<file path="config.mk">
export PLATFORM = sky130hd
export DESIGN_NAME = hill_cipher_2x2_mod26_unit
export DESIGN_NICKNAME = d
export VERILOG_FILES = /design/src/hw/rtl/hill_pkg.sv /design/src/hw/rtl/hill_cipher_2x2_mod26_unit.sv /design/src/hw/rtl/hill_key.sv /design/src/hw/rtl/hill_pair.sv /design/src/hw/rtl/hill_mix.sv
export VERILOG_INCLUDE_DIRS = /design/src /design/src/hw/rtl
export SDC_FILE = /design/constraint.sdc
export NUM_CORES = 1
export LEC_CHECK = 0
export ABC_AREA = 1
export BUFFER_PORTS_ARGS = -buffer_cell sky130_fd_sc_hd__buf_2
export CORE_MARGIN = 2
export CORE_UTILIZATION = 35
export CTS_CLUSTER_SIZE = 24
export DETAILED_ROUTE_END_ITERATION = 7
export GPL_TIMING_DRIVEN = 0
export PLACE_DENSITY = 0.47
export SLEW_MARGIN = 15
export SYNTH_ARGS = -nofsm -noshare
export SYNTH_HDL_FRONTEND = slang
export SYNTH_SLANG_ARGS = --single-unit
</file>
<file path="constraint.sdc">
create_clock -name clk -period 14 [get_ports clk]
set_input_delay 0.7 -clock clk [delete_from_list [all_inputs] [get_ports clk]]
set_output_delay 0.7 -clock clk [all_outputs]
set_load 0.01 [all_outputs]
</file>
<file path="src/hw/rtl/hill_cipher_2x2_mod26_unit_assert.svh">
// assertion macros shared by the hill cipher modules
`ifndef HILL_CIPHER_2X2_MOD26_UNIT_ASSERT_SVH
`define HILL_CIPHER_2X2_MOD26_UNIT_ASSERT_SVH
`ifndef SYNTHESIS
// condition must hold in the same cycle
`define HILL_ASSERT_NOW(label, clk, rst_n, ante, cons) \
    label: assert property (@(posedge clk) disable iff (!rst_n) (ante) |-> (cons)) \
        else $error("hill cipher check failed");
// condition must hold in the next cycle
`define HILL_ASSERT_NEXT(label, clk, rst_n, ante, cons) \
    label: assert property (@(posedge clk) disable iff (!rst_n) (ante) |=> (cons)) \
        else $error("hill cipher check failed");
`else
`define HILL_ASSERT_NOW(label, clk, rst_n, ante, cons)
`define HILL_ASSERT_NEXT(label, clk, rst_n, ante, cons)
`endif
`endif

</file>
<file path="src/hw/rtl/hill_pkg.sv">
package hill_pkg;

    localparam int unsigned Modulus = 26;

    // 26 * 9 keeps a*d - b*c non-negative
    localparam logic [10:0] DetBias = 11'd234;

    // floor(x * 2521 / 2^16) equals floor(x / 26) for every 11-bit x
    localparam logic [22:0] RecipMul   = 23'd2521;
    localparam logic [10:0] ModulusW11 = 11'd26;

    // cycles the derived key needs after a register write
    localparam logic [1:0] KeySettle = 2'd3;

    typedef enum logic [2:0] {
        RegKeyTopLeft     = 3'd0,
        RegKeyTopRight    = 3'd1,
        RegKeyBottomLeft  = 3'd2,
        RegKeyBottomRight = 3'd3,
        RegDecryptMode    = 3'd4
    } cfg_reg_t;

    // matrix in use and its error flag
    typedef struct packed {
        logic [4:0] m00;
        logic [4:0] m01;
        logic [4:0] m10;
        logic [4:0] m11;
        logic       err;
    } key_t;

    // one complete pair on its way to the multiply
    typedef struct packed {
        logic [4:0] p0;
        logic [4:0] p1;
        logic       last;
    } pair_t;

    // x mod 26 via reciprocal multiply, exact for 11-bit x
    function automatic logic [4:0] mod26(input logic [10:0] x);
        logic [22:0] prod;
        logic [10:0] qm;
        logic [10:0] r;
        prod = {12'b0, x} * RecipMul;
        qm   = {4'b0, prod[22:16]} * ModulusW11;
        r    = x - qm;
        return r[4:0];
    endfunction

    // additive inverse of a residue
    function automatic logic [4:0] neg26(input logic [4:0] r);
        logic [4:0] n;
        if (r == 5'd0)
        begin
            n = 5'd0;
        end
        else
        begin
            n = 5'd26 - r;
        end
        return n;
    endfunction

    // multiplicative inverse mod 26, zero where none exists
    function automatic logic [4:0] inv26(input logic [4:0] x);
        logic [4:0] v;
        case (x)
            5'd1:    v = 5'd1;
            5'd3:    v = 5'd9;
            5'd5:    v = 5'd21;
            5'd7:    v = 5'd15;
            5'd9:    v = 5'd3;
            5'd11:   v = 5'd19;
            5'd15:   v = 5'd7;
            5'd17:   v = 5'd23;
            5'd19:   v = 5'd11;
            5'd21:   v = 5'd5;
            5'd23:   v = 5'd17;
            5'd25:   v = 5'd25;
            default: v = 5'd0;
        endcase
        return v;
    endfunction

endpackage

</file>
<file path="src/hw/rtl/hill_cipher_2x2_mod26_unit.sv">
// channel   direction  handshake             payload
// in        input      in_valid / in_ready   symbol_value, end_of_message
// out       output     out_valid / out_ready first_out, second_out, key_error, last_pair
// cfg       input      cfg_write             cfg_index, cfg_data
//
// one value accepted per cycle unless key_busy or a full pipeline holds in_ready low; a pair
// result leaves through the pair register, product register and result register
// after reset and after each register write, input is held off while the determinant,
// inverse and adjugate pipeline refills
// a stalled output fills the result, product and pair registers before in_ready drops
module hill_cipher_2x2_mod26_unit (
    input  logic       clk,
    input  logic       rst_n,
    input  logic       in_valid,
    output logic       in_ready,
    input  logic [7:0] symbol_value,
    input  logic       end_of_message,
    output logic       out_valid,
    input  logic       out_ready,
    output logic [4:0] first_out,
    output logic [4:0] second_out,
    output logic       key_error,
    output logic       last_pair,
    input  logic       cfg_write,
    input  logic [2:0] cfg_index,
    input  logic [3:0] cfg_data
);

    logic            decrypt_mode;
    logic            key_busy;
    hill_pkg::key_t  key;
    logic            pair_take;
    logic            pair_valid;
    hill_pkg::pair_t pair;

    // key registers and derived matrix
    hill_key u_key (
        .clk          (clk),
        .rst_n        (rst_n),
        .cfg_write    (cfg_write),
        .cfg_index    (cfg_index),
        .cfg_data     (cfg_data),
        .decrypt_mode (decrypt_mode),
        .key_busy     (key_busy),
        .key          (key)
    );

    // input reduction and pairing
    hill_pair u_pair (
        .clk            (clk),
        .rst_n          (rst_n),
        .in_valid       (in_valid),
        .in_ready       (in_ready),
        .symbol_value   (symbol_value),
        .end_of_message (end_of_message),
        .decrypt_mode   (decrypt_mode),
        .key_busy       (key_busy),
        .pair_take      (pair_take),
        .pair_valid     (pair_valid),
        .pair           (pair)
    );

    // matrix multiply and result register
    hill_mix u_mix (
        .clk        (clk),
        .rst_n      (rst_n),
        .pair_valid (pair_valid),
        .pair       (pair),
        .key        (key),
        .pair_take  (pair_take),
        .out_valid  (out_valid),
        .out_ready  (out_ready),
        .first_out  (first_out),
        .second_out (second_out),
        .key_error  (key_error),
        .last_pair  (last_pair)
    );

endmodule

</file>
<file path="src/hw/rtl/hill_key.sv">
`include "hill_cipher_2x2_mod26_unit_assert.svh"

module hill_key (
    input  logic              clk,
    input  logic              rst_n,
    input  logic              cfg_write,
    input  logic [2:0]        cfg_index,
    input  logic [3:0]        cfg_data,
    output logic              decrypt_mode,
    output logic              key_busy,
    output hill_pkg::key_t    key
);

    logic [3:0] a_reg;
    logic [3:0] b_reg;
    logic [3:0] c_reg;
    logic [3:0] d_reg;
    logic       mode_reg;
    logic [1:0] settle_reg;
    logic [1:0] settle_next;

    logic [7:0] ad_reg;
    logic [7:0] bc_reg;
    logic [4:0] det_reg;
    logic [8:0] dinv_reg;
    logic [8:0] binv_reg;
    logic [8:0] cinv_reg;
    logic [8:0] ainv_reg;
    logic       noinv_reg;
    hill_pkg::key_t key_reg;
    hill_pkg::key_t key_next;

    logic [10:0] det_sum;
    logic [4:0]  inv;

    // configuration registers
    always_ff @(posedge clk or negedge rst_n)
    begin
        if (!rst_n)
        begin
            a_reg    <= 4'd1;
            b_reg    <= 4'd0;
            c_reg    <= 4'd0;
            d_reg    <= 4'd1;
            mode_reg <= 1'b0;
        end
        else if (cfg_write)
        begin
            unique case (hill_pkg::cfg_reg_t'(cfg_index))
                hill_pkg::RegKeyTopLeft:     a_reg    <= cfg_data;
                hill_pkg::RegKeyTopRight:    b_reg    <= cfg_data;
                hill_pkg::RegKeyBottomLeft:  c_reg    <= cfg_data;
                hill_pkg::RegKeyBottomRight: d_reg    <= cfg_data;
                hill_pkg::RegDecryptMode:    mode_reg <= cfg_data[0];
                default: ;
            endcase
        end
    end

    // settle count while the derived key catches up
    always_comb
    begin
        if (cfg_write)
        begin
            settle_next = hill_pkg::KeySettle;
        end
        else if (settle_reg != 2'd0)
        begin
            settle_next = settle_reg - 2'd1;
        end
        else
        begin
            settle_next = 2'd0;
        end
    end

    always_ff @(posedge clk or negedge rst_n)
    begin
        if (!rst_n)
        begin
            settle_reg <= hill_pkg::KeySettle;
        end
        else
        begin
            settle_reg <= settle_next;
        end
    end

    // determinant terms, then determinant mod 26
    assign det_sum = {3'b0, ad_reg} + hill_pkg::DetBias - {3'b0, bc_reg};
    assign inv     = hill_pkg::inv26(det_reg);

    // adjugate scaled by the inverse, then reduced and selected by mode
    always_comb
    begin
        key_next.err = mode_reg & noinv_reg;
        if (mode_reg)
        begin
            key_next.m00 = hill_pkg::mod26({2'b0, dinv_reg});
            key_next.m01 = hill_pkg::neg26(hill_pkg::mod26({2'b0, binv_reg}));
            key_next.m10 = hill_pkg::neg26(hill_pkg::mod26({2'b0, cinv_reg}));
            key_next.m11 = hill_pkg::mod26({2'b0, ainv_reg});
        end
        else
        begin
            key_next.m00 = {1'b0, a_reg};
            key_next.m01 = {1'b0, b_reg};
            key_next.m10 = {1'b0, c_reg};
            key_next.m11 = {1'b0, d_reg};
        end
    end

    always_ff @(posedge clk)
    begin
        ad_reg    <= {4'b0, a_reg} * {4'b0, d_reg};
        bc_reg    <= {4'b0, b_reg} * {4'b0, c_reg};
        det_reg   <= hill_pkg::mod26(det_sum);
        dinv_reg  <= {5'b0, d_reg} * {4'b0, inv};
        binv_reg  <= {5'b0, b_reg} * {4'b0, inv};
        cinv_reg  <= {5'b0, c_reg} * {4'b0, inv};
        ainv_reg  <= {5'b0, a_reg} * {4'b0, inv};
        noinv_reg <= (inv == 5'd0);
        key_reg   <= key_next;
    end

    assign decrypt_mode = mode_reg;
    assign key_busy     = (settle_reg != 2'd0);
    assign key          = key_reg;

    `HILL_ASSERT_NEXT(a_write_holds_off, clk, rst_n, cfg_write, key_busy)
    `HILL_ASSERT_NOW(a_err_only_decrypt, clk, rst_n, !key_busy && key_reg.err, mode_reg)

endmodule

</file>
<file path="src/hw/rtl/hill_pair.sv">
`include "hill_cipher_2x2_mod26_unit_assert.svh"

module hill_pair (
    input  logic              clk,
    input  logic              rst_n,
    input  logic              in_valid,
    output logic              in_ready,
    input  logic [7:0]        symbol_value,
    input  logic              end_of_message,
    input  logic              decrypt_mode,
    input  logic              key_busy,
    input  logic              pair_take,
    output logic              pair_valid,
    output hill_pkg::pair_t   pair
);

    logic            holding_reg;
    logic            holding_next;
    logic [4:0]      held_reg;
    logic [4:0]      held_next;
    logic            pair_valid_reg;
    logic            pair_valid_next;
    hill_pkg::pair_t pair_reg;
    hill_pkg::pair_t pair_next;

    logic       accept;
    logic       form_pair;
    logic [4:0] v;

    // input transfer and reduction
    assign in_ready  = !key_busy && (!pair_valid_reg || pair_take);
    assign accept    = in_valid && in_ready;
    assign v         = hill_pkg::mod26({3'b0, symbol_value});
    assign form_pair = accept && (holding_reg || (end_of_message && !decrypt_mode));

    // holder and pair assembly
    always_comb
    begin
        holding_next = holding_reg;
        held_next    = held_reg;
        if (accept)
        begin
            holding_next = !holding_reg && !end_of_message;
            if (!holding_reg && !end_of_message)
            begin
                held_next = v;
            end
            else
            begin
                held_next = 5'd0;
            end
        end

        pair_next.p0   = holding_reg ? held_reg : v;
        pair_next.p1   = holding_reg ? v : 5'd0;
        pair_next.last = end_of_message;

        if (form_pair)
        begin
            pair_valid_next = 1'b1;
        end
        else if (pair_take)
        begin
            pair_valid_next = 1'b0;
        end
        else
        begin
            pair_valid_next = pair_valid_reg;
        end
    end

    always_ff @(posedge clk or negedge rst_n)
    begin
        if (!rst_n)
        begin
            holding_reg    <= 1'b0;
            held_reg       <= 5'd0;
            pair_valid_reg <= 1'b0;
        end
        else
        begin
            holding_reg    <= holding_next;
            held_reg       <= held_next;
            pair_valid_reg <= pair_valid_next;
        end
    end

    always_ff @(posedge clk)
    begin
        if (form_pair)
        begin
            pair_reg <= pair_next;
        end
    end

    assign pair_valid = pair_valid_reg;
    assign pair       = pair_reg;

    `HILL_ASSERT_NOW(a_busy_blocks_input, clk, rst_n, key_busy, !in_ready)

endmodule

</file>
<file path="src/hw/rtl/hill_mix.sv">
`include "hill_cipher_2x2_mod26_unit_assert.svh"

module hill_mix (
    input  logic              clk,
    input  logic              rst_n,
    input  logic              pair_valid,
    input  hill_pkg::pair_t   pair,
    input  hill_pkg::key_t    key,
    output logic              pair_take,
    output logic              out_valid,
    input  logic              out_ready,
    output logic [4:0]        first_out,
    output logic [4:0]        second_out,
    output logic              key_error,
    output logic              last_pair
);

    logic        prod_valid_reg;
    logic [10:0] sum0_reg;
    logic [10:0] sum1_reg;
    logic        perr_reg;
    logic        plast_reg;

    logic        out_valid_reg;
    logic [4:0]  first_reg;
    logic [4:0]  second_reg;
    logic        err_reg;
    logic        last_reg;

    logic        out_free;
    logic        prod_free;
    logic        prod_move;
    logic [9:0]  pr00;
    logic [9:0]  pr01;
    logic [9:0]  pr10;
    logic [9:0]  pr11;

    // stage enables
    assign out_free  = !out_valid_reg || out_ready;
    assign prod_free = !prod_valid_reg || out_free;
    assign pair_take = pair_valid && prod_free;
    assign prod_move = prod_valid_reg && out_free;

    // matrix times pair
    assign pr00 = {5'b0, key.m00} * {5'b0, pair.p0};
    assign pr01 = {5'b0, key.m01} * {5'b0, pair.p1};
    assign pr10 = {5'b0, key.m10} * {5'b0, pair.p0};
    assign pr11 = {5'b0, key.m11} * {5'b0, pair.p1};

    always_ff @(posedge clk or negedge rst_n)
    begin
        if (!rst_n)
        begin
            prod_valid_reg <= 1'b0;
            out_valid_reg  <= 1'b0;
        end
        else
        begin
            if (prod_free)
            begin
                prod_valid_reg <= pair_valid;
            end
            if (out_free)
            begin
                out_valid_reg <= prod_valid_reg;
            end
        end
    end

    // product sums
    always_ff @(posedge clk)
    begin
        if (pair_take)
        begin
            sum0_reg  <= {1'b0, pr00} + {1'b0, pr01};
            sum1_reg  <= {1'b0, pr10} + {1'b0, pr11};
            perr_reg  <= key.err;
            plast_reg <= pair.last;
        end
    end

    // reduction and result register
    always_ff @(posedge clk)
    begin
        if (prod_move)
        begin
            first_reg  <= perr_reg ? 5'd0 : hill_pkg::mod26(sum0_reg);
            second_reg <= perr_reg ? 5'd0 : hill_pkg::mod26(sum1_reg);
            err_reg    <= perr_reg;
            last_reg   <= plast_reg;
        end
    end

    assign out_valid  = out_valid_reg;
    assign first_out  = first_reg;
    assign second_out = second_reg;
    assign key_error  = err_reg;
    assign last_pair  = last_reg;

    `HILL_ASSERT_NOW(a_error_zero, clk, rst_n, out_valid_reg && err_reg, first_reg == 5'd0 && second_reg == 5'd0)
    `HILL_ASSERT_NOW(a_result_range, clk, rst_n, out_valid_reg, first_reg < 5'd26 && second_reg < 5'd26)

endmodule

</file>
==> Word level (Yosys, flattened, before mapping) <==
Memories as Yosys holds them, arrays and structs flattened. A register that Yosys moved wholly into a read port is not among the register bits.
Index checks and enable logic that the tools add are counted.
{ "totals": {"ff_bits": 149, "rom_bits": 160, "input_bits": 21, "n_memories": 1} }
{ "mem_list": {"columns": ["memory", "depth", "width", "rd", "rd_clocked_by_memory_dff", "write_ports", "line", "text"], "rows": [
  ["(name not given)", 32, 5, 1, 1, 0, "hill_pkg.sv:67", "case (x)"]
]} }
{ "classes": {"add_sub_neg": 15, "n_mul": 26, "n_eq_ne": 4, "mux": 9, "n_bitwise": 2, "n_reduce_logical": 31} }
{ "ops": {"columns": ["cell", "n"], "rows": [
  ["$mul A9 B12 Y21 const B", 4],
  ["$mul A11 B12 Y23 const B", 3],
  ["$mul A5 B5 Y10", 4],
  ["$sub A5 B5 Y5", 8],
  ["$mul A4 B5 Y9", 4],
  ["$add A10 B10 Y11", 2],
  ["$mul A7 B4 Y4 const B", 3],
  ["$mul A5 B4 Y4 const B", 4],
  ["$mul A8 B12 Y20 const B", 1],
  ["$mux W5", 4],
  ["$mux W19", 1],
  ["$mul A4 B4 Y8", 2],
  ["$logic_not A5 Y1", 3],
  ["$reduce_and A2 Y1", 5],
  ["$sub A5 B5 Y5 const A", 2],
  ["$sub A9 B8 Y10", 1],
  ["$add A8 B8 Y9 const B", 1],
  ["$logic_and A1 B1 Y1", 7],
  ["$logic_not A1 Y1", 7],
  ["$eq A3 B2 Y1 const B", 2],
  ["$logic_or A1 B1 Y1", 4],
  ["$mul A4 B3 Y4 const B", 1],
  ["$mux W2", 2],
  ["$reduce_bool A2 Y1", 2],
  ["other kinds (8)", 10]
]} }

==> Depth between registers and ports, before layout <==
{ "logic_depth": {"depth_word": 9, "depth_mapped": 45} }

==> Hierarchy <==
Synthesis repeated with hierarchy kept, for this count alone.
{ "hier_totals": {"cells_unflattened": 3328, "area_unflattened_um2": 27755.4} }
{ "modules_own_cells": {"columns": ["module", "instances", "cells_per_inst", "area_each_um2", "seq_area_each_um2"], "rows": [
  ["hill_key", 1, 1940, 16001.6, 2062.0],
  ["hill_mix", 1, 1113, 9362.7, 1131.1],
  ["hill_pair", 1, 275, 2391.0, 505.5]
]} }

==> Worst setup path after synthesis <==
OpenSTA, ideal clock, no wires.
{ "synth_timing": {"path_type": "register to register", "startpoint": "reg u_key.ad_reg[1]", "endpoint": "reg u_key.inv[2] (netlist name)", "setup_ps": 112, "arrival_time_ps": 7181, "required_ps": 13888, "setup_slack_ps": 6706, "path_stages_with_launch": 44, "path_buffers": 0, "synth_period_minus_slack_ps": 7294, "path_cell_list": "dfxtp_1 inv_1 ha_1 inv_1 ha_1 fa_1 a21o_1 a21oi_2 o21ai_4 xor2_2 inv_2 nor2_2 inv_2 nand2_1 inv_1 ha_1 ha_1 fa_1 (+8 left out) nand2_2 a31oi_1 xor2_1 ha_1 inv_1 ha_1 a21o_1 a31o_2 inv_1 nand2_1 nand2_1 nand3_1 nand2_1 inv_1 nand2_4 nand2_4 nand2_1 nand2_1"} }
{ "synth_via": {"elab_chain_len": 5} }
{ "synth_lines": {"columns": ["item", "line", "text"], "rows": [
  ["start: declaration", "hill_key.sv:22", "logic [7:0] ad_reg;"],
  ["start signal: assignment", "hill_key.sv:115", "ad_reg <= {4'b0, a_reg} * {4'b0, d_reg};"],
  ["$add A8 B8 Y9 *", "hill_key.sv:90", "assign det_sum = {3'b0, ad_reg} + hill_pkg::DetBias - {3'b0, bc_reg};"],
  ["$sub A9 B8 Y10 *", "hill_key.sv:90", null],
  ["$mul A11 B12 Y23", "hill_pkg.sv:44", "prod = {12'b0, x} * RecipMul;"],
  ["$mul A7 B4 Y4", "hill_pkg.sv:45", "qm = {4'b0, prod[22:16]} * ModulusW11;"],
  ["$sub A5 B5 Y5 *", "hill_pkg.sv:46", "r = x - qm;"]
]} }
Mark *: on every way between the ends. The rest lies on a longest branch, timed or not.
A chain may end at the register's enable or synchronous reset.

==> Worst setup path in the final report <==
{ "layout_timing": {"startpoint": "reg u_key.ad_reg[1]", "endpoint": "reg u_key.inv[4] (netlist name)"} }
{ "layout_via": {"elab_chain_len": 5} }
{ "layout_lines": {"columns": ["item", "line"], "rows": [
  ["$add A8 B8 Y9 *", "hill_key.sv:90"],
  ["$sub A9 B8 Y10 *", "hill_key.sv:90"],
  ["$mul A11 B12 Y23", "hill_pkg.sv:44"],
  ["$mul A7 B4 Y4", "hill_pkg.sv:45"],
  ["$sub A5 B5 Y5 *", "hill_pkg.sv:46"]
]} }
Marked as above.

==> qor.csv <==
stage,metric,value,unit
status,status,finished clean,
cells_and_area,finalNonFillerCells,4309,
synthesis,synth_ff_type,dfxtp_1,
setup_path,crit_path_max_incr_delay,0.55,ns
setup_path,crit_fanout,6,
synthesis,ys_types,46,
synthesis,synth_top_cell_area_share,0.2772,
clock_tree,cts_buffers,17,
clock_tree,worst_skew_pair.late_latency,0.46,ns
global_routing,grt_pass1_wl,98.49,mm
clock_tree,ctsResizeCount,0,
floorplan,num_io_pins,35,
timing,rsz0062_at_grt,no,
setup_path,arrival,8.30,ns
synthesis,synth_edf_count,47,
floorplan,start_util,0.3525,
synthesis,synth_commonest_cells,"inv_1, ha_1, nand2_1",
route,drtIter0Drc,643,
synthesis,yosysMostFrequentCell,inv_1,
floorplan,fp-row-count,102,
timing,relSlewSlack,0.2947,
timing,hold_violations,0,
timing,maxSlewViolCount,0,
timing,fin_skew,0.01942,ns
setup_path,start_kind,register,
clock_tree,hold_buffers,0,
clock_tree,clockBufferDepth,2,
setup_path,crit_required,14.35,ns
route,drc,0,
cells_and_area,largest_register_ffs,21,
floorplan,die_w,283.1,um
synthesis,async_reset_ff_frac,0.1818,
timing,setup_tns,0,ns
cells_and_area,area_growth,7.577,%
route,wirelength,56.60,mm
synthesis,ys_seq_elements,154,
route,detail_route.vias_per_cell,4.418,
timing,fin_ws,6.055,ns
clock_tree,post_cts.repair.setup_buffers,0,
synthesis,syn_nets,4162,
clock_tree,cts_tree,built,
global_routing,grt_pass1_vias,20155,
synthesis,yosys.area.top_type,ha_1,
clock_tree,clk_pin_slew,0.08,ns
floorplan,dieHeight,283.1,um
place,port_buffers,34,
route,drt-wirelength-per-cell,13.14,um
place,place_ws,5.968,ns
synthesis,yosys-top-cells-area,"ha_1, fa_1, inv_1",
place,dp_cells,4277,
cells_and_area,design_area,0.02933,mm2
timing,fin_crit_sh,0.5675,
floorplan,die_area,0.08014,mm2
route,detail-route-antenna-nets,0,
route,vias,19039,
setup_path,cp-startpoint,u_key.ad_reg[1]$_DFF_P_,
clock_tree,root_buffer,clkbuf_16,
place,placedInstanceArea,0.02873,mm2
synthesis,netlist_instances,3203,
cells_and_area,drive_gt1_frac,0.02998,
timing,min_period,7.945,ns
synthesis,ys_seq_area_frac,0.1357,
setup_path,critical_path_class,reg -> reg,
worst_hold_path,hold_path_class,in -> async,
synthesis,yosys_warnings,0,
place,dp_hpwl,49.80,mm
floorplan,coreArea,0.07734,mm2
route,firstDrtPassIters,7,
setup_path,crit_top_cell,inv_1,
setup_path,end_kind,register,
timing,worst_slew_pin_slew,1.058,ns
timing,fmax,125.9,MHz
cells_and_area,fin_nets,4215,
setup_path,reg2reg_slack,6.06,ns
global_routing,antenna_found_initial,0,
place,place_congestion,0.7877,
synthesis,netlist_area,0.02726,mm2
clock_tree,h-tree-depth,4,
clock_tree,clock_sinks,154,
setup_path,slowest_stage,fa_1,
cells_and_area,n_antenna_cell,0,
flow_run,maxCapViolations,0,
timing,setup_viol,0,
global_routing,grt_max_degree,29,
setup_path,timing.rr.start,u_key.ad_reg[1]$_DFF_P_,
global_routing,grt_usage,0.1501,
global_routing,grt.overflow.total,0,
synthesis,syn_avg_cell_area,8.512,um2
per-layer routing:
layer	global-route usage	wire, um	part of all wire
met3	0.01506	1205	0.021
met5	0	0	0
met2	0.2524	25980	0.46
met1	0.2124	29090	0.51
met4	0.02222	332	0.0059
worst max-delay path: cells and delay by family (launching register included):
family          cells  cell delay [ns]
compound gates      8             1.37
xor+xnor            2             0.47
fa+ha+maj          11             3.89
buf+inv            10             0.60
flops               1             0.31
simple gates       12             1.21
cells in the final DEF, fill, tap and decap left out, drive strengths merged, types with 2 or more instances in the layout:
cell and instances:
xnor2 43, dfrtp 24, nand2 604, nand3 105
clkbuf 61, dfstp 4, fa 334, a211oi 7
o21ai 90, edfxtp 47, or2 7, ha 604
o21a 2, nor3b 2, inv 822, nor4 4
nor3 15, nor2 92, xor2 60, clkinv 3
a31oi 10, o21bai 12, buf 34, and2 3
dfxtp 79, nand3b 19, and3 3, a21oi 139
a21o 14, nand4 19
cells by family after synthesis:
family                   after synthesis  synth area share
flip-flops                           154            0.1357
buffers and inverters                855            0.1177
AO/OA/AOI/OAI                        279           0.05618
AND/OR/NAND/NOR                      874            0.1341
adder cells (fa/ha/maj)              938            0.5225
XOR/XNOR                             103           0.03392
path summary, 6_finish.rpt:
check / endpoint / depth (start not counted)
worst max-delay path: u_key.inv[4]$_DFF_P_ / 43
worst min-delay path: u_key.decrypt_mode$_DFFE_PN0P_ / 1
worst max register to register: u_key.inv[4]$_DFF_P_ / 43
worst min register to register: u_mix.perr_reg$_DFFE_PP_ / 0
max in group asynchronous: u_pair.held_reg[4]$_DFFE_PN0P_ / 1
min in group clk: u_mix.perr_reg$_DFFE_PP_ / 0
metrics by stage:
step / hold slack (ns) / util
4_1_cts: 0.3248 / 0.3792
6_report: 0.3111 / 0.3792
3_3_place_gp: 0.4103 / 0.3715
5_1_grt: 0.3513 / 0.3792
3_5_place_dp: 0.4153 / 0.3715
2_1_floorplan: 0.3855 / -
final cells by class:
class,instances,area [um2]
Buffer,42,157.7
Sequential cell,154,3699
Multi-Input combinational cell,2194,20350
Clock inverter,13,140.1
Tap cell,1040,1301
Fill cell,8192,48010
Inverter,813,3052
Clock buffer,19,454.2
Timing Repair Buffer,34,170.2
Power is left out: the tool's default activity adds up to more than one toggle a clock period on the data nets, which glitch-free logic cannot reach.
